`src/hdl/snig_pkg.sv`:
```
package snig_pkg;

	localparam int MAX_GRID = 1024;

	localparam int COORD_W = 10;
	localparam int SIZE_W  = 11;
	localparam int KIND_W  = 3;
	localparam int LIN_W   = 21;	// row*n + column
	localparam int PLANE_W = 21;	// n*n
	localparam int IDX_W   = 31;
	localparam int SLOTS   = 8;
	localparam int SLOT_W  = $clog2(SLOTS);

	localparam int Q_DEPTH = 4;
	localparam int Q_PTR_W = $clog2(Q_DEPTH);
	localparam int Q_CNT_W = $clog2(Q_DEPTH + 1);

	localparam int CFG_DATA_W = 11;

	// register indexes
	localparam logic REG_GRID_SIZE = 1'b0;
	localparam logic REG_GRID_KIND = 1'b1;

	// grid kinds
	localparam logic [KIND_W-1:0] KIND_MESH5  = 3'd0;
	localparam logic [KIND_W-1:0] KIND_TORUS5 = 3'd1;
	localparam logic [KIND_W-1:0] KIND_MESH7  = 3'd2;
	localparam logic [KIND_W-1:0] KIND_MESH9  = 3'd3;
	localparam logic [KIND_W-1:0] KIND_CUBE   = 3'd4;

	typedef struct packed {
		logic [COORD_W-1:0] row;
		logic [COORD_W-1:0] column;
		logic [COORD_W-1:0] layer;
	} vtx_t;

	typedef struct packed {
		logic [IDX_W-1:0] neighbor_index;
		logic             neighbor_valid;
		logic             last_of_vertex;
		logic             coord_error;
	} nbr_t;

	// static configuration seen by front and back
	typedef struct packed {
		logic [SIZE_W-1:0]  n;
		logic [PLANE_W-1:0] plane;
		logic [KIND_W-1:0]  kind;
	} cfg_t;

	// edge flags: neighbor exists in that direction
	typedef struct packed {
		logic hu;
		logic hd;
		logic hl;
		logic hr;
	} edge_t;

	// classified vertex, one queue entry
	typedef struct packed {
		logic [IDX_W-1:0] base;
		logic [SLOTS-1:0] mask;
		edge_t            edges;
		logic             err;
	} job_t;

	typedef struct packed {
		logic full;
		logic nonempty;
	} q_stat_t;

endpackage

```
`src/hdl/snig_front.sv`:
```
module snig_front (
	input  logic           clk,
	input  logic           arst_n,
	input  snig_pkg::cfg_t cfg,
	input  logic           vtx_valid,
	output logic           vtx_stall,
	input  snig_pkg::vtx_t vtx,
	input  logic           q_full,
	output logic           push,
	output snig_pkg::job_t push_job
);
	import snig_pkg::*;

	logic               valid_s1, valid_s2;
	vtx_t               vtx_s1;
	logic               s1_ready, s2_ready;

	logic [LIN_W-1:0]   prod_a, lin;
	logic               row_in, col_in, lay_in, bad_kind, err;
	edge_t              edges;
	logic               hk, hf;

	logic [LIN_W-1:0]   lin_s2;
	logic [COORD_W-1:0] layer_s2;
	edge_t              edges_s2;
	logic               hk_s2, hf_s2, err_s2, bad_s2;

	logic [31:0]        prod_b;
	logic [IDX_W-1:0]   base;
	logic [SLOTS-1:0]   mask;
	logic               diag7, diag9;

	assign s2_ready  = !valid_s2 || !q_full;
	assign s1_ready  = !valid_s1 || s2_ready;
	assign vtx_stall = !s1_ready;
	assign push      = valid_s2 && !q_full;

	// stage 1: range checks, edge flags, row*n + column
	always_comb begin
		row_in   = {1'b0, vtx_s1.row} < cfg.n;
		col_in   = {1'b0, vtx_s1.column} < cfg.n;
		lay_in   = {1'b0, vtx_s1.layer} < cfg.n;
		bad_kind = cfg.kind > KIND_CUBE;
		err      = !row_in || !col_in || (cfg.kind == KIND_CUBE && !lay_in);
		edges.hu = vtx_s1.row != '0;
		edges.hd = ({1'b0, vtx_s1.row} + SIZE_W'(1)) < cfg.n;
		edges.hl = vtx_s1.column != '0;
		edges.hr = ({1'b0, vtx_s1.column} + SIZE_W'(1)) < cfg.n;
		hk       = vtx_s1.layer != '0;
		hf       = ({1'b0, vtx_s1.layer} + SIZE_W'(1)) < cfg.n;
		prod_a   = LIN_W'(vtx_s1.row) * LIN_W'(cfg.n);
		lin      = prod_a + LIN_W'(vtx_s1.column);
	end

	// stage 2: linear base and stencil slot mask
	always_comb begin
		prod_b = 32'(lin_s2) * 32'(cfg.n);
		diag7  = cfg.kind == KIND_MESH7 || cfg.kind == KIND_MESH9;
		diag9  = cfg.kind == KIND_MESH9;
		if (cfg.kind == KIND_CUBE) begin
			base = IDX_W'(prod_b + 32'(layer_s2) + 32'd1);
		end else begin
			base = IDX_W'(lin_s2) + IDX_W'(1);
		end
		if (bad_s2 || err_s2) begin
			mask = '0;
		end else if (cfg.kind == KIND_TORUS5) begin
			mask = 8'h0F;
		end else if (cfg.kind == KIND_CUBE) begin
			mask = {2'b00, hf_s2, hk_s2, edges_s2.hr, edges_s2.hl, edges_s2.hd, edges_s2.hu};
		end else begin
			mask = {diag9 && edges_s2.hd && edges_s2.hl,
				diag9 && edges_s2.hu && edges_s2.hr,
				diag7 && edges_s2.hd && edges_s2.hr,
				diag7 && edges_s2.hu && edges_s2.hl,
				edges_s2.hr, edges_s2.hl, edges_s2.hd, edges_s2.hu};
		end
		push_job.base  = base;
		push_job.mask  = mask;
		push_job.edges = edges_s2;
		push_job.err   = err_s2 && !bad_s2;
	end

	always_ff @(posedge clk or negedge arst_n) begin
		if (!arst_n) begin
			valid_s1 <= 1'b0;
			valid_s2 <= 1'b0;
		end else begin
			if (s1_ready) begin
				valid_s1 <= vtx_valid;
			end
			if (s2_ready) begin
				valid_s2 <= valid_s1;
			end
		end
	end

	always_ff @(posedge clk) begin
		if (s1_ready) begin
			vtx_s1 <= vtx;
		end
		if (s2_ready) begin
			lin_s2   <= lin;
			layer_s2 <= vtx_s1.layer;
			edges_s2 <= edges;
			hk_s2    <= hk;
			hf_s2    <= hf;
			err_s2   <= err;
			bad_s2   <= bad_kind;
		end
	end

endmodule

```
`src/hdl/snig_queue.sv`:
```
module snig_queue (
	input  logic              clk,
	input  logic              arst_n,
	input  logic              push,
	input  snig_pkg::job_t    push_job,
	input  logic              pop,
	output snig_pkg::job_t    head_job,
	output snig_pkg::q_stat_t stat
);
	import snig_pkg::*;

	job_t               mem [Q_DEPTH];
	logic [Q_PTR_W-1:0] wr_ptr_q, rd_ptr_q;
	logic [Q_CNT_W-1:0] count_q;

	assign head_job      = mem[rd_ptr_q];
	assign stat.full     = count_q == Q_CNT_W'(Q_DEPTH);
	assign stat.nonempty = count_q != '0;

	always_ff @(posedge clk) begin
		if (push) begin
			mem[wr_ptr_q] <= push_job;
		end
	end

	always_ff @(posedge clk or negedge arst_n) begin
		if (!arst_n) begin
			wr_ptr_q <= '0;
			rd_ptr_q <= '0;
			count_q  <= '0;
		end else begin
			if (push) begin
				wr_ptr_q <= wr_ptr_q + Q_PTR_W'(1);
			end
			if (pop) begin
				rd_ptr_q <= rd_ptr_q + Q_PTR_W'(1);
			end
			case ({push, pop})
				2'b10:   count_q <= count_q + Q_CNT_W'(1);
				2'b01:   count_q <= count_q - Q_CNT_W'(1);
				default: count_q <= count_q;
			endcase
		end
	end

endmodule

```
`src/hdl/snig_back.sv`:
```
module snig_back (
	input  logic              clk,
	input  logic              arst_n,
	input  snig_pkg::cfg_t    cfg,
	input  snig_pkg::job_t    head_job,
	input  snig_pkg::q_stat_t q_stat,
	output logic              pop,
	output logic              nbr_valid,
	input  logic              nbr_stall,
	output snig_pkg::nbr_t    nbr
);
	import snig_pkg::*;

	logic              cur_valid_q;
	job_t              cur_q;
	logic              out_valid_q;
	nbr_t              out_q;

	logic              emit, cur_free, last;
	logic [SLOTS-1:0]  sel, rest;
	logic [SLOT_W-1:0] slot;
	logic signed [31:0] sn, sp, delta;
	logic [31:0]       sum;
	nbr_t              res;

	assign nbr_valid = out_valid_q;
	assign nbr       = out_q;

	assign emit     = cur_valid_q && (!out_valid_q || !nbr_stall);
	assign cur_free = !cur_valid_q || (emit && last);
	assign pop      = cur_free && q_stat.nonempty;

	always_comb begin
		sel  = cur_q.mask & (~cur_q.mask + SLOTS'(1));
		rest = cur_q.mask & ~sel;
		last = rest == '0;
		slot = '0;
		for (int s = 0; s < SLOTS; s++) begin
			if (sel[s]) begin
				slot = SLOT_W'(s);
			end
		end
	end

	// offset from the vertex to the neighbor in the selected slot
	always_comb begin
		sn = signed'(32'(cfg.n));
		sp = signed'(32'(cfg.plane));
		case (cfg.kind)
			KIND_TORUS5: begin
				case (slot)
					3'd0:    delta = cur_q.edges.hu ? -sn : sp - sn;
					3'd1:    delta = cur_q.edges.hd ? sn : sn - sp;
					3'd2:    delta = cur_q.edges.hl ? -32'sd1 : sn - 32'sd1;
					default: delta = cur_q.edges.hr ? 32'sd1 : 32'sd1 - sn;
				endcase
			end
			KIND_CUBE: begin
				case (slot)
					3'd0:    delta = -sp;
					3'd1:    delta = sp;
					3'd2:    delta = -sn;
					3'd3:    delta = sn;
					3'd4:    delta = -32'sd1;
					default: delta = 32'sd1;
				endcase
			end
			default: begin
				case (slot)
					3'd0:    delta = -sn;
					3'd1:    delta = sn;
					3'd2:    delta = -32'sd1;
					3'd3:    delta = 32'sd1;
					3'd4:    delta = -sn - 32'sd1;
					3'd5:    delta = sn + 32'sd1;
					3'd6:    delta = 32'sd1 - sn;
					default: delta = sn - 32'sd1;
				endcase
			end
		endcase
		sum = 32'(cur_q.base) + unsigned'(delta);
		if (cur_q.mask == '0) begin
			res.neighbor_index = '0;
			res.neighbor_valid = 1'b0;
			res.coord_error    = cur_q.err;
		end else begin
			res.neighbor_index = IDX_W'(sum);
			res.neighbor_valid = 1'b1;
			res.coord_error    = 1'b0;
		end
		res.last_of_vertex = last;
	end

	always_ff @(posedge clk or negedge arst_n) begin
		if (!arst_n) begin
			cur_valid_q <= 1'b0;
			out_valid_q <= 1'b0;
		end else begin
			if (pop) begin
				cur_valid_q <= 1'b1;
			end else if (emit && last) begin
				cur_valid_q <= 1'b0;
			end
			if (emit) begin
				out_valid_q <= 1'b1;
			end else if (!nbr_stall) begin
				out_valid_q <= 1'b0;
			end
		end
	end

	always_ff @(posedge clk) begin
		if (pop) begin
			cur_q <= head_job;
		end else if (emit) begin
			cur_q.mask <= rest;
		end
		if (emit) begin
			out_q <= res;
		end
	end

endmodule

```
`src/hdl/stencil_neighbor_index_gen.sv`:
```
// Stencil neighbor index generator. Each vertex transaction (row, column,
// layer) yields the 1-based linear indices of its stencil neighbors, one result
// transaction per cycle unless stalled, with last_of_vertex set on the last one.
// A 2-D vertex has index row*n+column+1, a 3-D vertex (row*n+column)*n+layer+1.
// grid_kind selects mesh5 / torus5 / mesh7 / mesh9 / cube; grid_size is n,
// clamped to 1..1024. A coordinate at or above n (layer only in cube mode)
// gives one result with neighbor_valid=0 and coord_error=1; a vertex with no
// neighbors or an unused grid kind gives one result with neighbor_valid=0.
// A vertex gives max(1, neighbors) results, at most 8; the back end emits one
// neighbor per cycle while the result channel is not stalled. The front end
// accepts a vertex per cycle unless a full queue backs it up, into a two-stage
// classifier (range check and row*n+column, then base, slot mask and the cube's
// second multiply) that feeds a four-entry queue, so new vertices keep coming
// in while the back end is busy or the result channel is stalled. On the way to
// its first result a vertex passes stages 1 and 2, the queue, cur_q and out_q.
// Configuration is written with cfg_we/cfg_index/cfg_data (index 0 grid_size,
// index 1 grid_kind); the user must write it only while the block is idle,
// which the block does not enforce; n*n is registered the cycle after a write.
module stencil_neighbor_index_gen (
	input  logic                                clk,
	input  logic                                arst_n,
	input  logic                                cfg_we,
	input  logic                                cfg_index,
	input  logic [snig_pkg::CFG_DATA_W-1:0]     cfg_data,
	input  logic                                vtx_valid,
	output logic                                vtx_stall,
	input  snig_pkg::vtx_t                      vtx,
	output logic                                nbr_valid,
	input  logic                                nbr_stall,
	output snig_pkg::nbr_t                      nbr
);
	import snig_pkg::*;

	logic [SIZE_W-1:0]  grid_size_q;
	logic [KIND_W-1:0]  grid_kind_q;
	logic [PLANE_W-1:0] plane_q;
	logic [SIZE_W-1:0]  n_eff;
	cfg_t               cfg;

	logic               push, pop;
	job_t               push_job, head_job;
	q_stat_t            q_stat;

	// clamp n into 1..MAX_GRID
	always_comb begin
		if (grid_size_q == '0) begin
			n_eff = SIZE_W'(1);
		end else if (grid_size_q > SIZE_W'(MAX_GRID)) begin
			n_eff = SIZE_W'(MAX_GRID);
		end else begin
			n_eff = grid_size_q;
		end
		cfg.n     = n_eff;
		cfg.plane = plane_q;
		cfg.kind  = grid_kind_q;
	end

	always_ff @(posedge clk or negedge arst_n) begin
		if (!arst_n) begin
			grid_size_q <= SIZE_W'(1);
			grid_kind_q <= KIND_MESH5;
			plane_q     <= PLANE_W'(1);
		end else begin
			if (cfg_we) begin
				unique case (cfg_index)
					REG_GRID_SIZE: grid_size_q <= cfg_data[SIZE_W-1:0];
					REG_GRID_KIND: grid_kind_q <= cfg_data[KIND_W-1:0];
					default:       grid_kind_q <= grid_kind_q;
				endcase
			end
			plane_q <= PLANE_W'(n_eff) * PLANE_W'(n_eff);
		end
	end

	snig_front u_front (
		.clk       (clk),
		.arst_n    (arst_n),
		.cfg       (cfg),
		.vtx_valid (vtx_valid),
		.vtx_stall (vtx_stall),
		.vtx       (vtx),
		.q_full    (q_stat.full),
		.push      (push),
		.push_job  (push_job)
	);

	snig_queue u_queue (
		.clk      (clk),
		.arst_n   (arst_n),
		.push     (push),
		.push_job (push_job),
		.pop      (pop),
		.head_job (head_job),
		.stat     (q_stat)
	);

	snig_back u_back (
		.clk       (clk),
		.arst_n    (arst_n),
		.cfg       (cfg),
		.head_job  (head_job),
		.q_stat    (q_stat),
		.pop       (pop),
		.nbr_valid (nbr_valid),
		.nbr_stall (nbr_stall),
		.nbr       (nbr)
	);

endmodule

```
`config.mk`:
```
export PLATFORM = sky130hd
export DESIGN_NAME = stencil_neighbor_index_gen
export DESIGN_NICKNAME = d
export VERILOG_FILES = /design/src/hdl/snig_pkg.sv /design/src/hdl/snig_front.sv /design/src/hdl/snig_queue.sv /design/src/hdl/snig_back.sv /design/src/hdl/stencil_neighbor_index_gen.sv
export SDC_FILE = /design/constraint.sdc
export NUM_CORES = 2
export LEC_CHECK = 0
export CORE_UTILIZATION = 42
export DETAILED_ROUTE_END_ITERATION = 12
export DONT_BUFFER_PORTS = 1
export PLACE_DENSITY = 0.58
export SKIP_CTS_REPAIR_TIMING = 1
export SLEW_MARGIN = 30
export SYNTH_ARGS = -nofsm -noshare
export SYNTH_HDL_FRONTEND = slang
export SYNTH_HIERARCHICAL = 1
export SYNTH_SLANG_ARGS = --single-unit
```
`constraint.sdc`:
```
create_clock -name clk -period 6.3 [get_ports clk]
set_clock_uncertainty 0.05 [all_clocks]
set_input_delay 1.89 -clock clk [delete_from_list [all_inputs] [get_ports clk]]
set_output_delay 1.89 -clock clk [all_outputs]
set_load 0.05 [all_outputs]
```
==> impl_metrics.prom <==
# TYPE chip_impl_metric gauge
chip_impl_metric{name="grt_antenna_before_repair",unit=""} 1
chip_impl_metric{name="finalHoldViolCount",unit=""} 0
chip_impl_metric{name="finalCriticalPeriod",unit="ns"} 6.22
chip_impl_metric{name="dieHeight",unit="um"} 300
chip_impl_metric{name="final_net_count",unit=""} 4709
chip_impl_info{name="synth_top_cells_by_area",value="sky130_fd_sc_hd__edfxtp_1, sky130_fd_sc_hd__fa_1, sky130_fd_sc_hd__ha_1"} 1
chip_impl_metric{name="worst_ep_required_time",unit="ns"} 6.59
chip_impl_metric{name="dieArea",unit="um^2"} 89700
chip_impl_metric{name="synth_adder_area_share",unit="%"} 28.6
chip_impl_info{name="critPathLaunchType",value="flop"} 1
chip_impl_metric{name="row_count",unit=""} 108
chip_impl_info{name="root_buffer",value="sky130_fd_sc_hd__clkbuf_16"} 1
chip_impl_metric{name="fin_worst_hold_slack",unit="ns"} 0.414
chip_impl_metric{name="max_slew.worst_pin.slew",unit="ns"} 0.981
chip_impl_metric{name="crit_path_max_incr_delay",unit="ns"} 0.55
chip_impl_metric{name="wl_per_cell",unit="um"} 19.9
chip_impl_info{name="setup.worst_path.class",value="reg -> reg"} 1
chip_impl_metric{name="synth-compound-area-share",unit="%"} 12.0
chip_impl_metric{name="post_synth_and_or_nand_nor_area_fraction",unit="%"} 14.1
chip_impl_metric{name="grt_max_degree",unit=""} 48
chip_impl_metric{name="io-pin-count",unit=""} 83
chip_impl_metric{name="syn_area_per_cell",unit="um^2"} 9.87
chip_impl_metric{name="fmax",unit="GHz"} 0.161
chip_impl_info{name="reg_to_reg_start",value="grid_size_q[9]"} 1
chip_impl_metric{name="die_x",unit="um"} 300
chip_impl_metric{name="gr_usage_total",unit="%"} 23.0
chip_impl_metric{name="yosys.area_share.xor_xnor",unit="%"} 5.01
chip_impl_metric{name="crit_buf_inv",unit=""} 7
chip_impl_info{name="layout_commonest_cell",value="sky130_fd_sc_hd__inv_1"} 1
chip_impl_metric{name="maxSlewHeadroom",unit="%"} 34.4
chip_impl_metric{name="multi_input_area",unit="um^2"} 24400
chip_impl_info{name="cell_family_contributing_the_most_delay_on_the_critical_path",value="adder cells"} 1
chip_impl_metric{name="clock_sinks",unit=""} 368
chip_impl_metric{name="grt_remaining_overflow",unit=""} 0
chip_impl_info{name="critical_path.endpoint",value="u_queue/mem[1][39]"} 1
chip_impl_info{name="hold_path.class",value="reg -> reg"} 1
chip_impl_metric{name="drt-initial-drc-count",unit=""} 2374
chip_impl_metric{name="remaining_antenna_violation_count_after_routing",unit=""} 0
chip_impl_metric{name="post-dp-hpwl",unit="um"} 80200
chip_impl_metric{name="timing.hold.worst_path_depth",unit=""} 1
chip_impl_metric{name="post_route_cells_drive_above_1_share",unit="%"} 17.2
chip_impl_metric{name="detail_route.drc_violations",unit=""} 0
chip_impl_info{name="cp_slowest_cell",value="sky130_fd_sc_hd__fa_1"} 1
chip_impl_info{name="grt_setup_unrepaired",value="true"} 1
chip_impl_info{name="yosysTopAreaCell",value="sky130_fd_sc_hd__edfxtp_1"} 1
chip_impl_metric{name="ff_to_ff_path_depth",unit=""} 25
chip_impl_metric{name="clock_tree.buffer_depth",unit=""} 3
chip_impl_metric{name="synthDistinctLibCells",unit=""} 117
chip_impl_metric{name="start_util",unit="%"} 42.6
chip_impl_metric{name="synth.ff_latch_count",unit=""} 368
chip_impl_metric{name="vias",unit=""} 28400
chip_impl_metric{name="syn_area",unit="um^2"} 37200
chip_impl_metric{name="share_of_the_yosys_chip_area_belonging_to_registers",unit="%"} 29.1
chip_impl_metric{name="worstSkewPairLatency",unit="ns"} 0.60
chip_impl_metric{name="routed_wl",unit="um"} 104000
chip_impl_info{name="outcome",value="complete, no violations"} 1
chip_impl_metric{name="globalplace.congestion",unit=""} 0.977
chip_impl_metric{name="clkSlewWorstSetupHoldPaths",unit="ns"} 0.05
chip_impl_info{name="setup.worst_path.start",value="grid_size_q[9]"} 1
chip_impl_metric{name="vias_in_the_first_global_route",unit=""} 28400
chip_impl_metric{name="grt_pass1_wl",unit="um"} 161000
chip_impl_info{name="postSynth.topFlopCell",value="sky130_fd_sc_hd__edfxtp_1"} 1
chip_impl_info{name="crit_top_cell",value="sky130_fd_sc_hd__fa_1"} 1
chip_impl_info{name="crit_path_end_kind",value="flop"} 1
chip_impl_metric{name="drt_pass_1_iters",unit=""} 9
chip_impl_metric{name="fin_crit_sh",unit="%"} 98.7
chip_impl_metric{name="finalMaxSlewViolations",unit=""} 0
chip_impl_metric{name="ff_latch_area",unit="um^2"} 10800
chip_impl_metric{name="muxShareOfSynthArea",unit="%"} 3.67
chip_impl_metric{name="buffer_ports.inserted",unit=""} 0
chip_impl_metric{name="nFillCells",unit=""} 8183
chip_impl_metric{name="cts-htree-levels",unit=""} 2
chip_impl_info{name="cts_tree",value="yes"} 1
chip_impl_metric{name="core_region_area",unit="um^2"} 87300
chip_impl_metric{name="synth_largest_type_area_fraction",unit="%"} 26.1
chip_impl_metric{name="worstSetupPathDepth",unit=""} 25
chip_impl_info{name="regToRegEndpoint",value="u_queue/mem[1][39]"} 1
chip_impl_metric{name="post_drt_via_cell_ratio",unit=""} 5.45
chip_impl_info{name="synth_top_family_by_area",value="adder cells"} 1
chip_impl_metric{name="rrSetupSlack",unit="ns"} 0.08
chip_impl_metric{name="synthesis.yosys.warnings",unit=""} 6
chip_impl_metric{name="critical_path_arrival",unit="ns"} 6.51
chip_impl_metric{name="syn2layout_area_growth",unit="%"} 15.5
chip_impl_metric{name="synth_enable_flop_cells",unit=""} 323
chip_impl_metric{name="critical_path.max_fanout",unit=""} 7
chip_impl_metric{name="setup_viol_count_final",unit=""} 0
chip_impl_metric{name="numCtsBuffers",unit=""} 44
chip_impl_metric{name="syn-instance-count",unit=""} 3767
chip_impl_metric{name="number_of_maximum_capacitance_violations",unit=""} 0
chip_impl_metric{name="synth-async-reset-ratio",unit="%"} 12.2
chip_impl_info{name="most-common-layout-cells",value="sky130_fd_sc_hd__inv_1, sky130_fd_sc_hd__nand2_1, sky130_fd_sc_hd__buf_4"} 1
cells in the mapped netlist (38+ instances only):
master and number:
sky130_fd_sc_hd__mux4_2 38, sky130_fd_sc_hd__o21ai_0 171, sky130_fd_sc_hd__a21o_1 48, sky130_fd_sc_hd__nand3_1 61, sky130_fd_sc_hd__inv_1 507, sky130_fd_sc_hd__and2_1 149, sky130_fd_sc_hd__fa_1 327, sky130_fd_sc_hd__xor2_1 76
sky130_fd_sc_hd__xnor2_1 135, sky130_fd_sc_hd__nor2_1 191, sky130_fd_sc_hd__dfrtp_1 43, sky130_fd_sc_hd__edfxtp_1 323, sky130_fd_sc_hd__clkbuf_1 138, sky130_fd_sc_hd__nor3_1 46, sky130_fd_sc_hd__ha_1 327, sky130_fd_sc_hd__nand2_1 421
sky130_fd_sc_hd__a21oi_1 182
flip-flops by register name, indices dropped and copies added (netlist names), 2 cells and up:
register          flops
grid_kind_q           3
grid_size_q          11
plane_q              20
u_back/cur_q         44
u_back/nbr           34
u_front/layer_s2     10
u_front/lin_s2       21
u_front/push_job      4
u_front/vtx_s1       30
u_queue/count_q       3
u_queue/mem         176
u_queue/rd_ptr_q      2
u_queue/wr_ptr_q      2
worst register-to-register path, cell delays in order (launching register included):
cell,delay [ns]
sky130_fd_sc_hd__dfrtp_1,0.39
sky130_fd_sc_hd__nor4_2,0.27
sky130_fd_sc_hd__buf_4,0.15
sky130_fd_sc_hd__nand3_2,0.07
sky130_fd_sc_hd__o21ai_2,0.20
sky130_fd_sc_hd__nand2_2,0.10
sky130_fd_sc_hd__inv_4,0.10
sky130_fd_sc_hd__buf_12,0.13
sky130_fd_sc_hd__nand2_1,0.08
sky130_fd_sc_hd__fa_1,0.55
sky130_fd_sc_hd__inv_1,0.05
sky130_fd_sc_hd__fa_1,0.46
sky130_fd_sc_hd__fa_1,0.53
sky130_fd_sc_hd__fa_1,0.54
sky130_fd_sc_hd__inv_1,0.05
sky130_fd_sc_hd__fa_1,0.53
sky130_fd_sc_hd__inv_1,0.04
sky130_fd_sc_hd__ha_1,0.30
sky130_fd_sc_hd__a21o_1,0.18
sky130_fd_sc_hd__a21o_1,0.18
sky130_fd_sc_hd__a311oi_1,0.26
sky130_fd_sc_hd__a21oi_1,0.15
sky130_fd_sc_hd__a31oi_4,0.21
sky130_fd_sc_hd__buf_6,0.15
sky130_fd_sc_hd__o21ai_2,0.06
sky130_fd_sc_hd__mux2i_2,0.17
layout make-up:
| class | instances | area share, % |
|---|---|---|
| diodes | 2 | 0.0117 |
| clock buffers | 50 | 2.64 |
| clock inverters | 32 | 0.845 |
| inverters | 516 | 4.53 |
| multi-input cells | 2729 | 56.8 |
| flip-flops and latches | 368 | 25.2 |
| well taps | 1155 | 3.36 |
| repair buffers | 349 | 6.63 |
cell families (layout without fill, tap and decap cells):
group / Yosys count / after routing
and+or+nand+nor: 1083 / 1083
adders and majority gates: 655 / 655
muxes: 77 / 77
buffers and inverters: 689 / 947
AOI/OAI and AO/OA: 681 / 681
xor gates and xnor gates: 212 / 212
other: 2 / 23
DFF: 368 / 368
metal layers:
metal,vias to the layer above,global-route usage (%),wire [um]
li1,13300,-,-
met1,13900,30.8,45600
met2,898,37.8,48200
met3,223,3.12,5780
met4,0,8.89,4190
met5,-,0,0
through the flow:
step | utilization (%) | setup TNS [ns] | instances | setup slack [ns] | cell area [um^2]
global route | 49.2 | -3.14 | 5199 | -0.188 | 42900
detailed placement | 46.5 | -8.91 | 5103 | -0.307 | 40600
finish | 49.2 | 0 | 5201 | 0.0793 | 43000
floorplan | - | -0.0130 | 3786 | -0.0130 | 37300
global placement | 46.5 | -10.26 | 5103 | -0.353 | 40600
CTS | 48.2 | -10.69 | 5185 | -0.347 | 42100
how the worst min path moves through the flow:
stage / startpoint / endpoint / slack (ns)
global route: u_front/valid_s1 / u_front/valid_s2 / 0.45
CTS: u_front/valid_s1 / u_front/valid_s2 / 0.41
floorplan: u_front/valid_s1 / u_front/valid_s2 / 0.39
detailed placement: u_front/valid_s1 / u_front/valid_s2 / 0.40
finish: u_front/valid_s1 / u_front/valid_s2 / 0.41
global placement: u_front/valid_s1 / u_front/valid_s2 / 0.40
Power is left out: the tool's default activity adds up to more than one toggle a clock period on the data nets, which glitch-free logic cannot reach.
